`config.mk`:
```
export PLATFORM = sky130hd
export DESIGN_NAME = lens_stop_calibration_table_top
export DESIGN_NICKNAME = d
export VERILOG_FILES = /design/src/hw/rtl/lsct_pkg.sv /design/src/hw/rtl/lsct_ctrl.sv /design/src/hw/rtl/lsct_dp.sv /design/src/hw/rtl/lens_stop_calibration_table_top.sv
export SDC_FILE = /design/constraint.sdc
export NUM_CORES = 2
export LEC_CHECK = 0
export BUFFER_PORTS_ARGS = -buffer_cell sky130_fd_sc_hd__buf_2
export CORE_ASPECT_RATIO = 0.75
export CORE_MARGIN = 2
export CORE_UTILIZATION = 60
export DETAILED_ROUTE_END_ITERATION = 10
export MAX_ROUTING_LAYER = met4
export PLACE_DENSITY = 0.86
export REMOVE_ABC_BUFFERS = 1
export SETUP_SLACK_MARGIN = 0.2
export SLEW_MARGIN = 10
export SYNTH_ARGS = -nofsm -noshare
export SYNTH_HDL_FRONTEND = slang
export SYNTH_SLANG_ARGS = --single-unit
```
`constraint.sdc`:
```
create_clock -name clk -period 10.4 [get_ports clk]
set_clock_uncertainty 0.1 [all_clocks]
set_input_delay 0 -clock clk [delete_from_list [all_inputs] [get_ports clk]]
set_output_delay 0 -clock clk [all_outputs]
set_load 0.05 [all_outputs]
```
`src/hw/rtl/lsct_pkg.sv`:
```
// Shared constants, codes and controller/datapath interface types for the stop table.
`default_nettype none

package lsct_pkg;

  localparam int NUM_STOPS = 10;
  localparam int IDX_W     = $clog2(NUM_STOPS);
  localparam logic [IDX_W-1:0] LAST_IDX = IDX_W'(NUM_STOPS - 1);

  localparam logic [15:0] STOP_SCALE = 16'd100;
  localparam logic [15:0] FULL_POS   = 16'hFFFF;
  localparam logic [15:0] STOP_LIMIT = 16'((NUM_STOPS - 1) * 100);

  // floor(x/100) by reciprocal: short form exact for x < 43699, long form for x < 2^23
  localparam logic [12:0] DIV100_RECIP_S = 13'd5243;
  localparam int          DIV100_SHIFT_S = 19;
  localparam logic [23:0] DIV100_RECIP_L = 24'd10737419;
  localparam int          DIV100_SHIFT_L = 30;

  // fraction divider: 7 quotient bits, anything at or above 128 saturates anyway
  localparam int DIV_STEPS = 7;
  localparam int STEP_W    = 3;

  localparam logic [2:0] REQ_CLEAR    = 3'd0;
  localparam logic [2:0] REQ_RECORD   = 3'd1;
  localparam logic [2:0] REQ_FINISH   = 3'd2;
  localparam logic [2:0] REQ_POS2STOP = 3'd3;
  localparam logic [2:0] REQ_STOP2POS = 3'd4;

  localparam int OP_W = 5;
  localparam logic [OP_W-1:0] OP_IDLE     = 5'd0;
  localparam logic [OP_W-1:0] OP_LOAD     = 5'd1;
  localparam logic [OP_W-1:0] OP_CLEAR    = 5'd2;
  localparam logic [OP_W-1:0] OP_FINISH   = 5'd3;
  localparam logic [OP_W-1:0] OP_RECORD   = 5'd4;
  localparam logic [OP_W-1:0] OP_P_FIRST  = 5'd5;
  localparam logic [OP_W-1:0] OP_P_SEARCH = 5'd6;
  localparam logic [OP_W-1:0] OP_P_MUL    = 5'd7;
  localparam logic [OP_W-1:0] OP_P_SETUP  = 5'd8;
  localparam logic [OP_W-1:0] OP_P_DIV    = 5'd9;
  localparam logic [OP_W-1:0] OP_P_ANS    = 5'd10;
  localparam logic [OP_W-1:0] OP_S_CHK    = 5'd11;
  localparam logic [OP_W-1:0] OP_S_LO     = 5'd12;
  localparam logic [OP_W-1:0] OP_S_HI     = 5'd13;
  localparam logic [OP_W-1:0] OP_S_MUL    = 5'd14;
  localparam logic [OP_W-1:0] OP_S_ABS    = 5'd15;
  localparam logic [OP_W-1:0] OP_S_SCALE  = 5'd16;
  localparam logic [OP_W-1:0] OP_S_ANS    = 5'd17;

  typedef struct packed {
    logic [OP_W-1:0]  op;
    logic [IDX_W-1:0] addr;
    logic             out_load;
  } lsct_cmd_t;

  typedef struct packed {
    logic mapped;
    logic take;     // search: segment found here, or last segment reached
    logic too_big;  // stop number at or past the last entry
  } lsct_status_t;

endpackage

`default_nettype wire

```
`src/hw/rtl/lsct_ctrl.sv`:
```
// Controller state machine: sequences table sweeps, segment search and arithmetic steps.
`default_nettype none

module lsct_ctrl (
  input  wire logic                clk,
  input  wire logic                rst,
  input  wire logic                in_valid,
  input  wire logic [2:0]          req_type,
  input  wire logic [3:0]          stop_index,
  input  wire logic                out_stall,
  input  wire lsct_pkg::lsct_status_t status,
  output logic                     in_stall,
  output logic                     out_valid,
  output lsct_pkg::lsct_cmd_t      cmd
);
  import lsct_pkg::*;

  localparam logic [4:0] ST_IDLE     = 5'd0;
  localparam logic [4:0] ST_CLEAR    = 5'd1;
  localparam logic [4:0] ST_FINISH   = 5'd2;
  localparam logic [4:0] ST_RECORD   = 5'd3;
  localparam logic [4:0] ST_P_FIRST  = 5'd4;
  localparam logic [4:0] ST_P_SEARCH = 5'd5;
  localparam logic [4:0] ST_P_MUL    = 5'd6;
  localparam logic [4:0] ST_P_SETUP  = 5'd7;
  localparam logic [4:0] ST_P_DIV    = 5'd8;
  localparam logic [4:0] ST_P_ANS    = 5'd9;
  localparam logic [4:0] ST_S_CHK    = 5'd10;
  localparam logic [4:0] ST_S_LO     = 5'd11;
  localparam logic [4:0] ST_S_HI     = 5'd12;
  localparam logic [4:0] ST_S_MUL    = 5'd13;
  localparam logic [4:0] ST_S_ABS    = 5'd14;
  localparam logic [4:0] ST_S_SCALE  = 5'd15;
  localparam logic [4:0] ST_S_ANS    = 5'd16;
  localparam logic [4:0] ST_DONE     = 5'd17;

  logic [4:0]        state, state_next;
  logic [IDX_W-1:0]  cnt, cnt_next;
  logic [STEP_W-1:0] step, step_next;
  logic [IDX_W-1:0]  idx_c;

  always_comb begin
    if (int'(stop_index) > NUM_STOPS - 1) begin
      idx_c = LAST_IDX;
    end else begin
      idx_c = IDX_W'(stop_index);
    end
  end

  assign in_stall = (state != ST_IDLE);

  always_comb begin
    state_next   = state;
    cnt_next     = cnt;
    step_next    = step;
    cmd.op       = OP_IDLE;
    cmd.addr     = cnt;
    cmd.out_load = 1'b0;
    unique case (state)
      ST_IDLE: begin
        if (in_valid) begin
          cmd.op = OP_LOAD;
          unique case (req_type)
            REQ_CLEAR: begin
              cnt_next   = '0;
              state_next = ST_CLEAR;
            end
            REQ_RECORD: begin
              cnt_next   = idx_c;
              state_next = ST_RECORD;
            end
            REQ_FINISH: begin
              cnt_next   = idx_c;
              state_next = ST_FINISH;
            end
            REQ_POS2STOP: begin
              cnt_next   = '0;
              state_next = status.mapped ? ST_P_FIRST : ST_DONE;
            end
            REQ_STOP2POS: begin
              state_next = status.mapped ? ST_S_CHK : ST_DONE;
            end
            default: state_next = ST_DONE;
          endcase
        end
      end
      ST_CLEAR, ST_FINISH: begin
        cmd.op = (state == ST_CLEAR) ? OP_CLEAR : OP_FINISH;
        if (cnt == LAST_IDX) begin
          state_next = ST_DONE;
        end else begin
          cnt_next = cnt + IDX_W'(1);
        end
      end
      ST_RECORD: begin
        cmd.op     = OP_RECORD;
        state_next = ST_DONE;
      end
      ST_P_FIRST: begin
        cmd.op     = OP_P_FIRST;
        cnt_next   = IDX_W'(1);
        state_next = ST_P_SEARCH;
      end
      ST_P_SEARCH: begin
        cmd.op = OP_P_SEARCH;
        if (status.take) begin
          state_next = ST_P_MUL;
        end else begin
          cnt_next = cnt + IDX_W'(1);
        end
      end
      ST_P_MUL: begin
        cmd.op     = OP_P_MUL;
        state_next = ST_P_SETUP;
      end
      ST_P_SETUP: begin
        cmd.op     = OP_P_SETUP;
        step_next  = '0;
        state_next = ST_P_DIV;
      end
      ST_P_DIV: begin
        cmd.op = OP_P_DIV;
        if (step == STEP_W'(DIV_STEPS - 1)) begin
          state_next = ST_P_ANS;
        end else begin
          step_next = step + STEP_W'(1);
        end
      end
      ST_P_ANS: begin
        cmd.op     = OP_P_ANS;
        state_next = ST_DONE;
      end
      ST_S_CHK: begin
        cmd.op     = OP_S_CHK;
        state_next = status.too_big ? ST_DONE : ST_S_LO;
      end
      ST_S_LO: begin
        cmd.op     = OP_S_LO;
        state_next = ST_S_HI;
      end
      ST_S_HI: begin
        cmd.op     = OP_S_HI;
        state_next = ST_S_MUL;
      end
      ST_S_MUL: begin
        cmd.op     = OP_S_MUL;
        state_next = ST_S_ABS;
      end
      ST_S_ABS: begin
        cmd.op     = OP_S_ABS;
        state_next = ST_S_SCALE;
      end
      ST_S_SCALE: begin
        cmd.op     = OP_S_SCALE;
        state_next = ST_S_ANS;
      end
      ST_S_ANS: begin
        cmd.op     = OP_S_ANS;
        state_next = ST_DONE;
      end
      ST_DONE: begin
        // hand over once the output register is free
        if (!out_valid || !out_stall) begin
          cmd.out_load = 1'b1;
          state_next   = ST_IDLE;
        end
      end
      default: state_next = ST_IDLE;
    endcase
  end

  always_ff @(posedge clk) begin
    if (rst) begin
      state     <= ST_IDLE;
      cnt       <= '0;
      step      <= '0;
      out_valid <= 1'b0;
    end else begin
      state <= state_next;
      cnt   <= cnt_next;
      step  <= step_next;
      if (cmd.out_load) begin
        out_valid <= 1'b1;
      end else if (out_valid && !out_stall) begin
        out_valid <= 1'b0;
      end
    end
  end

endmodule

`default_nettype wire

```
`src/hw/rtl/lsct_dp.sv`:
```
// Datapath: stop position registers, flags, search compare, divider and output register.
`default_nettype none

module lsct_dp (
  input  wire logic                clk,
  input  wire logic                rst,
  input  wire logic [15:0]         value,
  input  wire lsct_pkg::lsct_cmd_t cmd,
  output lsct_pkg::lsct_status_t   status,
  output logic [15:0]              answer,
  output logic                     is_mapped,
  output logic                     is_mapping
);
  import lsct_pkg::*;

  logic [15:0] stops [NUM_STOPS];
  logic        mapped, mapping;

  logic [15:0]        val_q, lo, hi, ans, quo;
  logic [IDX_W-1:0]   seg;
  logic signed [23:0] num, prod;
  logic signed [16:0] den;
  logic [22:0]        rem, dsh, mag;
  logic [6:0]         q, rem100;
  logic               ok, ovf, neg;

  logic [IDX_W-1:0]   rd_addr;
  logic [15:0]        rd;
  logic               last, take;
  logic signed [16:0] diff_p, span;
  logic [22:0]        num_abs;
  logic [15:0]        den_abs;
  logic               ge;
  logic [6:0]         frac;
  logic [28:0]        f_prod;
  logic [46:0]        quo_prod;

  // shared read port; stop-to-position reads at the segment found by the reciprocal
  always_comb begin
    if (cmd.op == OP_S_LO) begin
      rd_addr = seg;
    end else if (cmd.op == OP_S_HI) begin
      rd_addr = seg + IDX_W'(1);
    end else begin
      rd_addr = cmd.addr;
    end
  end

  assign rd     = stops[rd_addr];
  assign last   = (cmd.addr == LAST_IDX);
  assign take   = ((lo <= val_q) && (val_q < rd)) || last;
  assign diff_p = $signed({1'b0, val_q}) - $signed({1'b0, lo});
  assign span   = $signed({1'b0, hi}) - $signed({1'b0, lo});
  assign num_abs = num[23] ? 23'(-num) : num[22:0];
  assign den_abs = den[16] ? 16'(-den) : den[15:0];
  assign ge     = (rem >= dsh);
  assign f_prod   = 29'(val_q) * 29'(DIV100_RECIP_S);
  assign quo_prod = 47'(mag) * 47'(DIV100_RECIP_L);

  always_comb begin
    if (!ok) begin
      frac = '0;
    end else if (ovf || (q > 7'(STOP_SCALE))) begin
      frac = 7'(STOP_SCALE);
    end else begin
      frac = q;
    end
  end

  assign status.mapped  = mapped;
  assign status.take    = take;
  assign status.too_big = (val_q >= STOP_LIMIT);

  // table and flags
  always_ff @(posedge clk) begin
    if (rst) begin
      for (int i = 0; i < NUM_STOPS; i++) begin
        stops[i] <= '0;
      end
      mapped  <= 1'b0;
      mapping <= 1'b0;
    end else begin
      unique case (cmd.op)
        OP_CLEAR: begin
          stops[cmd.addr] <= '0;
          mapping         <= 1'b1;
        end
        OP_FINISH: begin
          stops[cmd.addr] <= FULL_POS;
          mapped          <= 1'b1;
          mapping         <= 1'b0;
        end
        OP_RECORD: stops[cmd.addr] <= val_q;
        default: ;
      endcase
    end
  end

  // working registers
  always_ff @(posedge clk) begin
    unique case (cmd.op)
      OP_LOAD: begin
        val_q <= value;
        ans   <= '0;
      end
      OP_P_FIRST: lo <= rd;
      OP_P_SEARCH: begin
        if (take) begin
          hi  <= rd;
          seg <= cmd.addr - IDX_W'(1);
        end else begin
          lo <= rd;
        end
      end
      OP_P_MUL: begin
        num <= $signed(24'(diff_p)) * 24'sd100;
        den <= span;
      end
      OP_P_SETUP: begin
        rem <= num_abs;
        dsh <= {1'b0, den_abs, 6'd0};
        // quotient of 128 or more would saturate anyway
        ovf <= (num_abs >= {den_abs, 7'd0});
        // negative quotient clamps to zero, flat segment gives zero
        ok  <= (den != '0) && (num[23] == den[16]);
        q   <= '0;
      end
      OP_P_DIV: begin
        if (ge) begin
          rem <= rem - dsh;
        end
        q   <= {q[5:0], ge};
        dsh <= dsh >> 1;
      end
      OP_P_ANS: ans <= 16'(seg) * STOP_SCALE + 16'(frac);
      OP_S_CHK: begin
        if (status.too_big) begin
          ans <= stops[LAST_IDX];
        end else begin
          seg <= IDX_W'(f_prod >> DIV100_SHIFT_S);
        end
      end
      OP_S_LO: begin
        lo     <= rd;
        rem100 <= 7'(val_q - 16'(seg) * STOP_SCALE);
      end
      OP_S_HI: hi <= rd;
      OP_S_MUL: prod <= $signed(24'({1'b0, rem100})) * 24'(span);
      OP_S_ABS: begin
        mag <= prod[23] ? 23'(-prod) : prod[22:0];
        neg <= prod[23];
      end
      OP_S_SCALE: quo <= 16'(quo_prod >> DIV100_SHIFT_L);
      OP_S_ANS: ans <= neg ? (lo - quo) : (lo + quo);
      default: ;
    endcase
  end

  // output register
  always_ff @(posedge clk) begin
    if (cmd.out_load) begin
      answer     <= ans;
      is_mapped  <= mapped;
      is_mapping <= mapping;
    end
  end

endmodule

`default_nettype wire

```
`src/hw/rtl/lens_stop_calibration_table_top.sv`:
```
// Lens stop calibration table: top level joining the controller and the datapath.
//
// Input channel (in_valid / in_stall) carries one request item: req_type, stop_index,
// value. Output channel (out_valid / out_stall) returns one item per request: answer,
// is_mapped, is_mapping (flags as they stand after the request).
// One request is in work at a time; in_stall is high from acceptance until the result
// is moved into the output register, and a new item is taken while that result waits.
// Work per request: record writes one entry, clear sweeps all NUM_STOPS entries, finish
//   fills from the index to the last entry, position to stop runs the segment search and
//   7 divider steps, stop to position reads two entries (stopping early past the last
//   stop), and an unmapped query or unknown code goes straight to the result.
// The linear segment search (one table read per cycle) and the bit-serial fraction
// divider make position to stop the longest request.
// Reset (rst, synchronous) zeroes the table, clears both flags and empties the output.
// While out_stall is high the result holds; a finished request waits for the register.
`default_nettype none

module lens_stop_calibration_table_top (
  input  wire logic        clk,
  input  wire logic        rst,
  input  wire logic        in_valid,
  output logic             in_stall,
  input  wire logic [2:0]  req_type,
  input  wire logic [3:0]  stop_index,
  input  wire logic [15:0] value,
  output logic             out_valid,
  input  wire logic        out_stall,
  output logic [15:0]      answer,
  output logic             is_mapped,
  output logic             is_mapping
);
  import lsct_pkg::*;

  lsct_cmd_t    cmd;
  lsct_status_t status;

  lsct_ctrl u_ctrl (
    .clk        (clk),
    .rst        (rst),
    .in_valid   (in_valid),
    .req_type   (req_type),
    .stop_index (stop_index),
    .out_stall  (out_stall),
    .status     (status),
    .in_stall   (in_stall),
    .out_valid  (out_valid),
    .cmd        (cmd)
  );

  lsct_dp u_dp (
    .clk        (clk),
    .rst        (rst),
    .value      (value),
    .cmd        (cmd),
    .status     (status),
    .answer     (answer),
    .is_mapped  (is_mapped),
    .is_mapping (is_mapping)
  );

endmodule

`default_nettype wire

```
==> impl_metrics.py <==
metrics = {
    "sta": {
        "relSlewSlack_pct": 10.29,
        "fmax_mhz": 129.2,
        "holdWs_ns": 0.1439,
        "fin_tns_setup_ns": 0,
        "post-route-period-util_pct": 74.40,
        "setup_viol": 0,
        "hold_viol_final": 0,
        "rsz0062_at_grt": "no",
        "worst_pin_slew_ns": 1.346,
        "drv_slew": 0,
        "layout_setup_ws_ns": 2.663,
        "finalCriticalPeriod_ns": 7.737,
    },
    "yosys": {
        "yosys_warnings": 0,
        "synth_area_um2": 44380,
        "async_flop_share_pct": 0,
        "ys_types": 87,
        "synth_area_per_cell_um2": 10.74,
        "synth-seq-area-share_pct": 34.91,
        "yosys_most_used_dff": "edfxtp_1",
        "synth_edf_count": 506,
        "synth_seq_cells": 521,
        "syn_inst": 4133,
    },
    "power_and_ir_drop": {
        "p_per_area_nw_per_um2": 220.7,
        "ir_drop_mv": 0.3365,
        "leakage_uw": 0.02133,
    },
    "worst_setup_path": {
        "end_kind": "flop",
        "cp_common_cell": "fa_1",
        "path_max_fanout": 8,
        "worstPathRequired_ns": 10.73,
        "critical_path.max_stage_delay_ns": 0.54,
        "cp-start-kind": "flop",
        "worstPathArrival_ns": 8.07,
        "critPathKind": "reg2reg",
        "cpMaxStageDelayCell": "fa_1",
    },
    "floorplanning": {
        "die_h_um": 239.5,
        "pin_count": 47,
        "rows": 86,
        "dieArea_um2": 76180,
        "core_um2": 73390,
        "die_w_um": 318.0,
        "start_util_pct": 60.47,
    },
    "detailed_routing": {
        "drt_wl_total_um": 111900,
        "vias": 31426,
        "vias_per_cell": 5.990,
        "drt_pre_antenna_iters": 10,
        "wl_per_cell_um": 21.32,
        "ant_nets": 0,
        "initialDrtViolationCount": 3408,
        "drc": 0,
    },
    "layout": {
        "post-route-util_pct": 65.62,
        "syn2layout_area_growth_pct": 8.514,
        "fin_nets": 5196,
        "drive_above_1_share_pct": 4.816,
    },
    "grt": {
        "track_usage_pct": 30.69,
        "grt_first_pass_wirelength_um": 176000,
        "grt_max_degree": 114,
        "overflow": 0,
        "first_global_vias": 31848,
        "antenna_found_initial": 1,
    },
    "place": {
        "dp_slack_ns": 2.839,
        "place.gp.congestion": 0.9881,
        "hpwl_um": 83510,
        "placement.io_buffers": 46,
    },
    "clock_network": {
        "htreeDepth": 2,
        "post_cts_buffers": 0,
        "ctsRootBufferMaster": "clkbuf_16",
        "clk_latency_ns": 0.67,
        "clockBufferDepth": 3,
        "cts_tree": "done",
        "path_clk_slew_ns": 0.06,
        "cts_made_buffers": 54,
        "cts.sinks": 521,
    },
    "min_path": {
        "hold_path_class": "in2reg",
    },
    "job": {
        "drv_cap": 0,
    },
    "status": {
        "outcome": "finished, final reports clean",
    },
}
==> synth_stat cells (all sizes together), types with 21 or more instances <==
master,count,area (um2)
nor3,57,290.3
clkbuf,78,292.8
a21o,42,315.3
o21a,31,234.0
a21oi,207,1044
nand2,162,618.1
nor2,354,1339
nor2b,34,212.7
nand3,39,195.2
xnor2,143,1252
nand2b,29,181.4
o21ai,98,501.7
a211oi,108,815.8
and2,146,913.4
inv,744,2793
xor2,52,455.4
ha,555,6944
fa,380,7607
mux2i,71,710.7
edfxtp,506,15190
and3,23,143.9
o31ai,21,157.7
==> cell type report <==
cell class              count  area, um2
inverters                 745       2796
fillers                  5332      25230
clock inverters            37      432.9
well taps                 968       1211
clock buffers              62       1381
repair buffers            139       1079
multi-input cells        2773      25760
diodes                      1      2.502
flip-flops and latches    521      15490
==> report_power, final <==
part           switching (uW)  internal [uW]
Combinational            3520           2320
Clock                     881           1140
Sequential                148           2630
==> registers in the layout (all words and copies together) (netlist names), 4 cells and up <==
register	flops
u_dp.dsh	22
u_dp.quo	16
u_dp.lo	16
u_ctrl.cnt	4
u_dp.stops	256
u_dp.ans	16
u_dp.num	22
u_dp.den	17
u_dp.rem	23
u_dp.hi	16
u_dp.answer	16
u_dp.seg	4
u_dp.val_q	16
u_dp.mag	23
u_dp.rem100	7
u_dp.q	7
u_dp.prod	24
u_ctrl.state	5
==> metrics by stage <==
step / cell area [um2] / power [uW] / cells
after floorplan: 44000 / 6872 / 4039
after global placement: 45790 / 8060 / 5091
after detailed placement: 45790 / 8285 / 5091
after CTS: 48150 / 10380 / 5245
after global routing: 48160 / 11400 / 5246
final: 48160 / 10630 / 5246
==> per-layer routing <==
metal	global-route usage [%]	share of wire, %	vias up
li1	-	-	14193
met1	40.32	40	15304
met2	47.98	46	1618
met3	5.859	11	311
met4	11.09	3.8	0
met5	-	0	-
==> final timing paths <==
| kind | start | to | slack, ns | cells after the start |
|---|---|---|---|---|
| worst max register to register | u_dp.hi[0] | u_dp.prod[23] | 2.66 | 28 |
| worst max-delay path | u_dp.hi[0] | u_dp.prod[23] | 2.66 | 28 |
| worst min-delay path | out_stall | u_dp.is_mapped | 0.14 | 3 |
| worst min register to register | u_dp.ans[2] | u_dp.answer[2] | 0.30 | 0 |
==> cells by family after synthesis <==
logic type,Yosys count,share of synthesized area (%)
multiplexers,73,1.652
adder cells (fa/ha/maj),936,32.81
AND/OR/NAND/NOR,930,10.18
flip-flops,521,34.91
XOR/XNOR,195,3.848
buffers and inverters,839,7.164
AO/OA/AOI/OAI,639,9.428
==> placed cells by master (no fill, tap or decap), types with 46 or more instances in the layout <==
cell	count
a211oi_1	107
a21oi_1	204
and2_1	145
buf_2	46
clkbuf_16	54
dlygate4sd3_1	55
edfxtp_1	506
fa_1	380
ha_1	555
inv_1	744
mux2i_1	71
nand2_1	159
nor2_1	347
nor3_1	55
o21ai_0	93
xnor2_1	143
xor2_1	52
==> timing repair <==
action | in CTS | in global routing
gates resized for setup | 0 | 0
hold endpoints to repair | 49 | 0
hold buffers | 55 | 0
==> critical path: cells and delay by family, from the launching register on <==
kind	cells	cell delay [ns]
buf+inv	4	0.23
xor+xnor	1	0.50
fa+ha+maj	7	2.89
flops	1	0.36
simple gates	4	1.02
compound gates	12	2.45
Note: power is estimated with default switching activity, not from simulation.
